File: src/rtl/core/ncc_pkg.sv
// Shared types and constants for the nearest color classifier.
package ncc_pkg;

  localparam int RATIO_W = 16;
  localparam int SUM_W   = 18;
  localparam int TAG_W   = 4;
  localparam int WT_W    = 10;
  localparam int SQ_W    = 2 * RATIO_W;
  localparam int WPROD_W = WT_W + SQ_W;
  localparam int GB_W    = SQ_W + 1;
  localparam int DIST_W  = WPROD_W - 8 + 1;
  localparam int ENTRY_W = 3 * RATIO_W;

  localparam logic MODE_STORE    = 1'b0;
  localparam logic MODE_CLASSIFY = 1'b1;

  localparam logic            REG_RED_WEIGHT = 1'b0;
  localparam logic [WT_W-1:0] RED_WEIGHT_RST = 10'd307;

  typedef struct packed {
    logic               mode;
    logic               side;
    logic [TAG_W-1:0]   color_index;
    logic [RATIO_W-1:0] red;
    logic [RATIO_W-1:0] green;
    logic [RATIO_W-1:0] blue;
  } in_item_t;

  typedef struct packed {
    logic [TAG_W-1:0] class_index;
    logic             is_classification;
  } out_item_t;

  typedef struct packed {
    logic               mode;
    logic               side;
    logic [TAG_W-1:0]   color_index;
    logic [RATIO_W-1:0] ratio_r;
    logic [RATIO_W-1:0] ratio_g;
    logic [RATIO_W-1:0] ratio_b;
  } q_entry_t;

  typedef struct packed {
    logic     valid;
    q_entry_t entry;
  } q_push_t;

  typedef struct packed {
    logic     valid;
    q_entry_t entry;
  } q_head_t;

endpackage

File: src/rtl/core/ncc_ram.sv
// Generic single write, single read RAM with registered read data.
module ncc_ram #(
  parameter int WIDTH = 48,
  parameter int DEPTH = 24
) (
  input  logic                     clk_i,
  input  logic                     we_i,
  input  logic [$clog2(DEPTH)-1:0] waddr_i,
  input  logic [WIDTH-1:0]         wdata_i,
  input  logic                     re_i,
  input  logic [$clog2(DEPTH)-1:0] raddr_i,
  output logic [WIDTH-1:0]         rdata_o
);

  logic [WIDTH-1:0] mem_q [DEPTH];
  logic [WIDTH-1:0] rdata_q;

  always_ff @(posedge clk_i) begin
    if (we_i) begin
      mem_q[waddr_i] <= wdata_i;
    end
    if (re_i) begin
      rdata_q <= mem_q[raddr_i];
    end
  end

  assign rdata_o = rdata_q;

endmodule

File: src/rtl/core/ncc_front.sv
// Front end: accepts items and converts raw counts to chromaticity ratios.
module ncc_front import ncc_pkg::*; (
  input  logic     clk_i,
  input  logic     rst_ni,
  input  logic     start_i,
  input  in_item_t item_i,
  output logic     busy_o,
  output q_push_t  push_o,
  input  logic     full_i
);

  typedef enum logic [1:0] {F_IDLE, F_DIV, F_PUSH} state_e;

  state_e             state_q;
  logic [3:0]         cnt_q;
  logic               mode_q;
  logic               side_q;
  logic [TAG_W-1:0]   idx_q;
  logic [SUM_W-1:0]   sum_q;
  logic               zero_q;
  logic [SUM_W-1:0]   rem_q [3];
  logic [RATIO_W-1:0] quo_q [3];
  logic [SUM_W-1:0]   rem_d [3];
  logic [RATIO_W-1:0] quo_d [3];
  logic [SUM_W-1:0]   sum_d;
  logic               accept;

  assign accept = start_i && (state_q == F_IDLE);
  assign busy_o = (state_q != F_IDLE);
  assign sum_d  = SUM_W'(item_i.red) + SUM_W'(item_i.green) + SUM_W'(item_i.blue);

  always_comb begin
    logic [SUM_W:0] trial;
    logic           ge;
    for (int k = 0; k < 3; k++) begin
      trial    = {rem_q[k], 1'b0};
      ge       = (trial >= {1'b0, sum_q});
      rem_d[k] = ge ? SUM_W'(trial - {1'b0, sum_q}) : SUM_W'(trial);
      quo_d[k] = {quo_q[k][RATIO_W-2:0], ge};
    end
  end

  always_ff @(posedge clk_i or negedge rst_ni) begin
    if (!rst_ni) begin
      state_q <= F_IDLE;
      cnt_q   <= '0;
    end else begin
      case (state_q)
        F_IDLE: begin
          if (start_i) begin
            state_q <= F_DIV;
            cnt_q   <= '0;
          end
        end
        F_DIV: begin
          cnt_q <= cnt_q + 1'b1;
          if (cnt_q == 4'(RATIO_W - 1)) begin
            state_q <= F_PUSH;
          end
        end
        F_PUSH: begin
          if (!full_i) begin
            state_q <= F_IDLE;
          end
        end
        default: state_q <= F_IDLE;
      endcase
    end
  end

  always_ff @(posedge clk_i) begin
    if (accept) begin
      mode_q   <= item_i.mode;
      side_q   <= item_i.side;
      idx_q    <= item_i.color_index;
      sum_q    <= sum_d;
      zero_q   <= (sum_d == '0);
      rem_q[0] <= SUM_W'(item_i.red);
      rem_q[1] <= SUM_W'(item_i.green);
      rem_q[2] <= SUM_W'(item_i.blue);
    end else if (state_q == F_DIV) begin
      for (int k = 0; k < 3; k++) begin
        rem_q[k] <= rem_d[k];
        quo_q[k] <= quo_d[k];
      end
    end
  end

  // part == sum keeps the remainder at sum, so every quotient bit is set: saturation
  always_comb begin
    push_o.valid             = (state_q == F_PUSH) && !full_i;
    push_o.entry.mode        = mode_q;
    push_o.entry.side        = side_q;
    push_o.entry.color_index = idx_q;
    push_o.entry.ratio_r     = zero_q ? '0 : quo_q[0];
    push_o.entry.ratio_g     = zero_q ? '0 : quo_q[1];
    push_o.entry.ratio_b     = zero_q ? '0 : quo_q[2];
  end

endmodule

File: src/rtl/core/ncc_fifo.sv
// Two-entry queue between the front end and the table engine.
module ncc_fifo import ncc_pkg::*; (
  input  logic    clk_i,
  input  logic    rst_ni,
  input  q_push_t push_i,
  output logic    full_o,
  output q_head_t head_o,
  input  logic    pop_i
);

  q_entry_t   mem_q [2];
  logic       wr_ptr_q;
  logic       rd_ptr_q;
  logic [1:0] cnt_q;

  assign full_o       = (cnt_q == 2'd2);
  assign head_o.valid = (cnt_q != 2'd0);
  assign head_o.entry = mem_q[rd_ptr_q];

  always_ff @(posedge clk_i or negedge rst_ni) begin
    if (!rst_ni) begin
      wr_ptr_q <= 1'b0;
      rd_ptr_q <= 1'b0;
      cnt_q    <= '0;
    end else begin
      if (push_i.valid) begin
        wr_ptr_q <= ~wr_ptr_q;
      end
      if (pop_i) begin
        rd_ptr_q <= ~rd_ptr_q;
      end
      if (push_i.valid && !pop_i) begin
        cnt_q <= cnt_q + 1'b1;
      end else if (pop_i && !push_i.valid) begin
        cnt_q <= cnt_q - 1'b1;
      end
    end
  end

  always_ff @(posedge clk_i) begin
    if (push_i.valid) begin
      mem_q[wr_ptr_q] <= push_i.entry;
    end
  end

endmodule

File: src/rtl/core/ncc_back.sv
// Table engine: stores reference entries and scans one side for the nearest one.
module ncc_back import ncc_pkg::*; #(
  parameter int NUM_COLORS = 12
) (
  input  logic            clk_i,
  input  logic            rst_ni,
  input  q_head_t         head_i,
  output logic            pop_o,
  input  logic [WT_W-1:0] red_weight_i,
  output logic            result_valid_o,
  output out_item_t       result_o
);

  localparam int DEPTH = 2 * NUM_COLORS;
  localparam int AW    = $clog2(DEPTH);
  localparam int IW    = $clog2(NUM_COLORS);
  localparam int CW    = TAG_W + 1;
  localparam logic [IW-1:0] LAST = IW'(NUM_COLORS - 1);

  typedef enum logic [1:0] {B_IDLE, B_SCAN, B_WAIT} state_e;

  state_e             state_q;
  logic [IW-1:0]      cnt_q;
  logic [AW-1:0]      base_q;
  logic [RATIO_W-1:0] s_r_q, s_g_q, s_b_q;
  logic               valid_q [DEPTH];
  logic [DIST_W-1:0]  best_q;
  logic [TAG_W-1:0]   best_tag_q;
  logic               out_valid_q;
  out_item_t          out_q;

  logic               p1_v_q, p2_v_q, p3_v_q;
  logic [IW-1:0]      p1_idx_q, p2_idx_q, p3_idx_q;
  logic               p1_hit_q;
  logic [TAG_W-1:0]   p2_tag_q, p3_tag_q;
  logic [SQ_W-1:0]    sq_r_q, sq_g_q, sq_b_q;
  logic [WPROD_W-1:0] wr_q;
  logic [GB_W-1:0]    gb_q;

  logic               store_go, in_range, wr_en, rd_en;
  logic [AW-1:0]      wr_addr, rd_addr, side_base;
  logic [ENTRY_W-1:0] rdata;
  logic [RATIO_W-1:0] e_r, e_g, e_b, d_r, d_g, d_b;
  logic [DIST_W-1:0]  dist_sum;
  logic               take, last;

  assign pop_o     = (state_q == B_IDLE) && head_i.valid;
  assign store_go  = pop_o && (head_i.entry.mode == MODE_STORE);
  assign in_range  = ({1'b0, head_i.entry.color_index} < CW'(NUM_COLORS));
  assign side_base = head_i.entry.side ? AW'(NUM_COLORS) : '0;
  assign wr_en     = store_go && in_range;
  assign wr_addr   = side_base + AW'(head_i.entry.color_index);
  assign rd_en     = (state_q == B_SCAN);
  assign rd_addr   = base_q + AW'(cnt_q);

  ncc_ram #(
    .WIDTH(ENTRY_W),
    .DEPTH(DEPTH)
  ) u_ram (
    .clk_i  (clk_i),
    .we_i   (wr_en),
    .waddr_i(wr_addr),
    .wdata_i({head_i.entry.ratio_r, head_i.entry.ratio_g, head_i.entry.ratio_b}),
    .re_i   (rd_en),
    .raddr_i(rd_addr),
    .rdata_o(rdata)
  );

  // unwritten entries read as zero ratios with tag 0
  assign e_r = p1_hit_q ? rdata[3*RATIO_W-1:2*RATIO_W] : '0;
  assign e_g = p1_hit_q ? rdata[2*RATIO_W-1:RATIO_W]   : '0;
  assign e_b = p1_hit_q ? rdata[RATIO_W-1:0]           : '0;
  assign d_r = (s_r_q >= e_r) ? (s_r_q - e_r) : (e_r - s_r_q);
  assign d_g = (s_g_q >= e_g) ? (s_g_q - e_g) : (e_g - s_g_q);
  assign d_b = (s_b_q >= e_b) ? (s_b_q - e_b) : (e_b - s_b_q);

  assign dist_sum = DIST_W'(wr_q[WPROD_W-1:8]) + DIST_W'(gb_q);
  assign take     = p3_v_q && ((p3_idx_q == '0) || (dist_sum < best_q));
  assign last     = p3_v_q && (p3_idx_q == LAST);

  always_ff @(posedge clk_i) begin
    sq_r_q   <= SQ_W'(d_r) * SQ_W'(d_r);
    sq_g_q   <= SQ_W'(d_g) * SQ_W'(d_g);
    sq_b_q   <= SQ_W'(d_b) * SQ_W'(d_b);
    p2_idx_q <= p1_idx_q;
    p2_tag_q <= p1_hit_q ? TAG_W'(p1_idx_q) : '0;
    wr_q     <= WPROD_W'(red_weight_i) * WPROD_W'(sq_r_q);
    gb_q     <= GB_W'(sq_g_q) + GB_W'(sq_b_q);
    p3_idx_q <= p2_idx_q;
    p3_tag_q <= p2_tag_q;
  end

  always_ff @(posedge clk_i or negedge rst_ni) begin
    if (!rst_ni) begin
      state_q     <= B_IDLE;
      cnt_q       <= '0;
      base_q      <= '0;
      s_r_q       <= '0;
      s_g_q       <= '0;
      s_b_q       <= '0;
      best_q      <= '0;
      best_tag_q  <= '0;
      out_valid_q <= 1'b0;
      out_q       <= '0;
      p1_v_q      <= 1'b0;
      p2_v_q      <= 1'b0;
      p3_v_q      <= 1'b0;
      p1_idx_q    <= '0;
      p1_hit_q    <= 1'b0;
      for (int i = 0; i < DEPTH; i++) begin
        valid_q[i] <= 1'b0;
      end
    end else begin
      out_valid_q <= store_go || last;
      p1_v_q      <= rd_en;
      p2_v_q      <= p1_v_q;
      p3_v_q      <= p2_v_q;
      if (rd_en) begin
        p1_idx_q <= cnt_q;
        p1_hit_q <= valid_q[rd_addr];
      end
      case (state_q)
        B_IDLE: begin
          if (store_go) begin
            out_q       <= '{class_index: head_i.entry.color_index, is_classification: 1'b0};
            if (in_range) begin
              valid_q[wr_addr] <= 1'b1;
            end
          end else if (pop_o) begin
            s_r_q   <= head_i.entry.ratio_r;
            s_g_q   <= head_i.entry.ratio_g;
            s_b_q   <= head_i.entry.ratio_b;
            base_q  <= side_base;
            cnt_q   <= '0;
            state_q <= B_SCAN;
          end
        end
        B_SCAN: begin
          cnt_q <= cnt_q + 1'b1;
          if (cnt_q == LAST) begin
            state_q <= B_WAIT;
          end
        end
        B_WAIT: begin
          if (last) begin
            state_q <= B_IDLE;
          end
        end
        default: state_q <= B_IDLE;
      endcase
      if (take) begin
        best_q     <= dist_sum;
        best_tag_q <= p3_tag_q;
      end
      if (last) begin
        out_q <= '{class_index: (take ? p3_tag_q : best_tag_q), is_classification: 1'b1};
      end
    end
  end

  assign result_valid_o = out_valid_q;
  assign result_o       = out_q;

  a_store_ack: assert property (@(posedge clk_i) disable iff (!rst_ni)
    store_go |=> out_valid_q && !out_q.is_classification)
    else $error("store item without acknowledge");

  a_pipe_in_scan: assert property (@(posedge clk_i) disable iff (!rst_ni)
    p3_v_q |-> state_q != B_IDLE)
    else $error("scan pipeline active while engine idle");

  a_scan_bound: assert property (@(posedge clk_i) disable iff (!rst_ni)
    (state_q == B_SCAN) |-> cnt_q <= LAST)
    else $error("scan index beyond table");

  a_class_from_pipe: assert property (@(posedge clk_i) disable iff (!rst_ni)
    (out_valid_q && out_q.is_classification) |-> $past(p3_v_q))
    else $error("classification result without scan");

endmodule

File: src/rtl/core/nearest_color_classifier_core.sv
// Top level of the nearest color classifier: front end, queue, table engine, register.
//
// Items enter on item_i and are accepted at a rising edge with start high and busy low.
// A store item (mode 0) writes the chromaticity of its counts at entry color_index of
// the chosen side; a classify item (mode 1) returns the tag of the nearest entry.
// Each item yields one result on result_o, marked by result_valid_o for one cycle;
// the receiver takes it in that cycle and cannot stall.
// The front end accepts an item, runs the three ratio dividers (one quotient bit per
// cycle each) and then hands the entry off to a two-entry queue; busy stays high until
// the hand-off, which waits while the queue is full.
// The table engine writes a store entry as it pops it and, for a classify, makes one
// table read per cycle, then a three-stage distance pipeline.
// The front end can accept a new item while the table engine still works on earlier
// ones, so the slower of the two sets the sustained rate.
// After reset both tables read as zero ratios with tag 0, red_weight is 307.
// red_weight sits at APB address 0; the user must write it only while no item is in
// flight, and the block itself does not enforce this.
module nearest_color_classifier_core import ncc_pkg::*; #(
  parameter int NUM_COLORS = 12
) (
  input  logic        clk_i,
  input  logic        rst_ni,
  input  logic        start,
  output logic        busy,
  input  in_item_t    item_i,
  output logic        result_valid_o,
  output out_item_t   result_o,
  input  logic        psel,
  input  logic        penable,
  input  logic        pwrite,
  input  logic [2:0]  paddr,
  input  logic [31:0] pwdata,
  output logic [31:0] prdata,
  output logic        pready
);

  logic [WT_W-1:0] red_weight_q;
  q_push_t         push;
  q_head_t         head;
  logic            full;
  logic            pop;

  assign pready = 1'b1;
  assign prdata = (paddr[2] == REG_RED_WEIGHT) ? 32'(red_weight_q) : '0;

  always_ff @(posedge clk_i or negedge rst_ni) begin
    if (!rst_ni) begin
      red_weight_q <= RED_WEIGHT_RST;
    end else if (psel && penable && pwrite && (paddr[2] == REG_RED_WEIGHT)) begin
      red_weight_q <= pwdata[WT_W-1:0];
    end
  end

  ncc_front u_front (
    .clk_i  (clk_i),
    .rst_ni (rst_ni),
    .start_i(start),
    .item_i (item_i),
    .busy_o (busy),
    .push_o (push),
    .full_i (full)
  );

  ncc_fifo u_fifo (
    .clk_i (clk_i),
    .rst_ni(rst_ni),
    .push_i(push),
    .full_o(full),
    .head_o(head),
    .pop_i (pop)
  );

  ncc_back #(
    .NUM_COLORS(NUM_COLORS)
  ) u_back (
    .clk_i         (clk_i),
    .rst_ni        (rst_ni),
    .head_i        (head),
    .pop_o         (pop),
    .red_weight_i  (red_weight_q),
    .result_valid_o(result_valid_o),
    .result_o      (result_o)
  );

endmodule

File: config.mk
export PLATFORM = sky130hd
export DESIGN_NAME = nearest_color_classifier_core
export DESIGN_NICKNAME = d
export VERILOG_FILES = /design/src/rtl/core/ncc_pkg.sv /design/src/rtl/core/ncc_ram.sv /design/src/rtl/core/ncc_front.sv /design/src/rtl/core/ncc_fifo.sv /design/src/rtl/core/ncc_back.sv /design/src/rtl/core/nearest_color_classifier_core.sv
export SDC_FILE = /design/constraint.sdc
export NUM_CORES = 2
export LEC_CHECK = 0
export ABC_AREA = 1
export BUFFER_PORTS_ARGS = -buffer_cell sky130_fd_sc_hd__clkbuf_2
export CAP_MARGIN = 15
export CORE_AREA = 2 2 626 628
export DETAILED_ROUTE_END_ITERATION = 8
export DIE_AREA = 0 0 628 630
export GPL_TIMING_DRIVEN = 0
export PLACE_DENSITY = 0.43
export SETUP_SLACK_MARGIN = 0.05
export SYNTH_ARGS = -nofsm -noshare
export SYNTH_HDL_FRONTEND = slang
export SYNTH_HIERARCHICAL = 1
export SYNTH_SLANG_ARGS = --single-unit
File: constraint.sdc
create_clock -name clk_i -period 19.9 [get_ports clk_i]
set_input_delay 1.99 -clock clk_i [delete_from_list [all_inputs] [get_ports clk_i]]
set_output_delay 1.99 -clock clk_i [all_outputs]
set_load 0.1 [all_outputs]
==> metrics.md <==
| Metric | Value |
|---|---|
| Relative slew slack | `18.4%` |
| Drt pass-1 iters | `6` |
| Count of cell types in the netlist | `74` |
| Sequential cell area fraction in the yosys report | `43.3%` |
| Synthesized netlist cell count | `12.6k` |
| IO Pins | `135` |
| Setup TNS | `0 ns` |
| Synth area leader | `edfxtp_1` |
| Largest stage delay, worst path | `0.83 ns` |
| Asr flop ratio synth | `8.62%` |
| Bufs and invs on worst path | `9` |
| Die Area | `396000 um^2` |
| Routed Antenna Nets | `0` |
| Resized Gates After CTS | `0` |
| GR Util met1 | `25.3%` |
| 1st-iter DRT viols | `5695` |
| Post-synth top area share | `37.0%` |
| Clk sink count | `1763` |
| Most frequent cells after synthesis | `nand2_1, inv_1, edfxtp_1, nor2_1, nand3_1` |
| Max-slew violations | `0` |
| GR Util met3 | `1.55%` |
| Area Overhead vs Synth | `12.9%` |
| Synthesized flop and latch total | `1763` |
| Post-layout min period | `9.71 ns` |
| Post-CTS Repair Setup Buffers | `0` |
| Worst-Skew Late Latency | `0.94 ns` |
| Total gr overflow | `0` |
| First-pass GRT wire length | `556000 um` |
| Startpoint type of the worst setup path | `flip-flop` |
| Crit path from | `u_back/p1_hit_q` |
| Crit-path leading delay family | `adder cells` |
| Num CTS Buffers | `207` |
| Average routed wire per standard cell | `20.2 um` |
| GRT met2 Usage | `31.9%` |
| Starting Density | `30.0%` |
| CTS tree | `done` |
| Vias in the first global route | `84.9k` |
| Vias | `84.3k` |
| GR peak layer | `met2` |
| EDFF count, synth | `1435` |
| Unrepaired setup endpoints after global routing | `false` |
| H-tree levels | `4` |
| Final core utilization | `33.9%` |
| Chip width | `628 um` |
| Layout cells sized above 1 | `7.40%` |
| CP most frequent cell | `fa_1` |
| Drt total wl | `372000 um` |
| Least-Margin Pin Slew | `1.22 ns` |
| Fmax | `0.103 GHz` |
| CP endpoint kind | `flip-flop` |
| Most common cell in the netlist | `nand2_1` |
| Layout net count | `14.5k` |
| PortBufs | `87` |
| Dominant cells by area after synthesis | `edfxtp_1, fa_1, nand2_1` |
| Largest net degree at the start of global routing | `86` |
| Total GRT Usage | `18.5%` |
| Setup-failing EPs final | `0` |
| Vias per cell | `4.58` |
| Crit path max fanout | `10` |
| Die height | `630 um` |
| Status | `complete, no violations` |
| Fin Clk Skew | `0.123 ns` |
| MaxCap Viol Count | `0` |
| Ys flop type | `edfxtp_1` |
| Crit Path Class | `reg2reg` |
| Clk buf depth | `4` |
| Syn avg cell area | `9.21 um^2` |
| Hold Startpoint | `u_back/p2_tag_q[2]` |
| CP required | `20.63 ns` |
| Tightest Hold Check Type | `reg2reg` |
| CTS Hold Bufs | `0` |
| Final critical-path share of the clock period | `48.8%` |
| Core Box Area | `388000 um^2` |
| Yosys warns | `6` |
| Antenna violations before repair | `11` |
| Row cnt | `229` |
| CP arrival | `10.44 ns` |
| Reg clk slew, reported paths | `0.06 ns` |
| Residual DRC | `0` |
| Reg-to-Reg Start | `u_back/p1_hit_q` |
| Syn Std Cell Area | `116000 um^2` |
| GPL Wtd Cong | `0.870` |
| CTS Root Cell | `clkbuf_16` |
| Final hold viol count | `0` |
| Slowest CP cell | `clkbuf_1` |
| Final HPWL DP | `286000 um` |
-- kinds of logic after synthesis --
family          Yosys count  synth area share [%]
xor+xnor                266                  2.02
other cells               4                0.0129
buf+inv                2750                  9.75
simple gates           5246                  18.8
fa+ha+maj              1385                  19.7
flops                  1763                  43.3
compound gates         1170                  5.76
mux                      55                 0.690
-- per-layer routing --
layer,routed length [um],part of all wire [%]
met5,0,0
met4,7750,2.1
met3,14200,3.8
met2,179000,48
met1,171000,46
-- worst paths after layout --
check,endpoint,slack [ns],cells past startpoint
min,u_back/p3_tag_q[2],0.32,0
max in group asynchronous,u_back/valid_q[14],17.68,2
min reg2reg,u_back/p3_tag_q[2],0.32,0
max,u_back/sq_b_q[25],10.19,30
max reg2reg,u_back/sq_b_q[25],10.19,30
min in group asynchronous,u_back/best_q[3],1.16,1
-- state kept, by name, summed over array words and instances, names as in the netlist, 5 cells and up --
| name | flops |
|---|---|
| u_back/result_o | 5 |
| u_back/wr_q | 34 |
| u_back/sq_r_q | 31 |
| red_weight_q | 10 |
| u_back/gb_q | 33 |
| u_back/best_q | 35 |
| u_front/rem_q | 54 |
| u_back/valid_q | 24 |
| u_back/s_b_q | 16 |
| u_back/u_ram/rdata_o | 48 |
| u_back/sq_b_q | 31 |
| u_front/quo_q | 48 |
| u_fifo/mem_q | 108 |
| u_front/sum_q | 18 |
| u_back/s_r_q | 16 |
| u_back/u_ram/mem_q | 1152 |
| u_back/s_g_q | 16 |
| u_back/sq_g_q | 31 |
-- layout make-up --
class / count / area, um^2
Antenna cell: 8 / 20.0
Buffer: 442 / 2680
Clock buffer: 269 / 5590
Clock inverter: 107 / 902
Fill cell: 40537 / 257000
Inverter: 2308 / 8670
Multi-Input combinational cell: 8148 / 54900
Sequential cell: 1763 / 50400
Tap cell: 5197 / 6500
Timing Repair Buffer: 150 / 1740
-- metrics by stage --
stage	instance area, um^2	cells	hold WS [ns]	setup WS (ns)
6_report	131000	18392	0.324	10.19
2_1_floorplan	117000	12661	0.310	12.56
3_5_place_dp	125000	18008	0.312	10.18
5_1_grt	131000	18385	0.330	9.51
3_3_place_gp	123000	17945	0.311	9.77
4_1_cts	131000	18384	0.325	10.06
-- cells in the final DEF (no fill, tap or decap), types with 29 or more instances in the layout --
master     Yosys  layout
a21o_1        42      42
a21oi_1      359     359
a31oi_1       35      35
buf_1         37      37
buf_12         6      56
buf_2         83      83
buf_4         65      66
buf_6         73      73
clkbuf_1     172     218
clkbuf_16      0     210
clkbuf_2       2      88
clkinv_1       1      49
dfrtp_1      147     147
dfxtp_1      176     176
edfxtp_1    1435    1435
fa_1         746     746
ha_1         639     639
inv_1       2255    2253
inv_2         50      51
mux2_4        49      49
nand2_1     3040    3040
nand2_2       71      71
nand3_1      910     910
nand3b_1      61      61
nand4_1       40      40
nor2_1       976     949
nor2_2        29      29
nor2_4         9      36
nor3_1        47      47
o211ai_1     110     110
o21ai_0      462     462
o21bai_1      56      56
xnor2_1       86      86
xor2_1       179     179
Power is left out: the tool's default activity adds up to more than one toggle a clock period on the data nets, which glitch-free logic cannot reach.
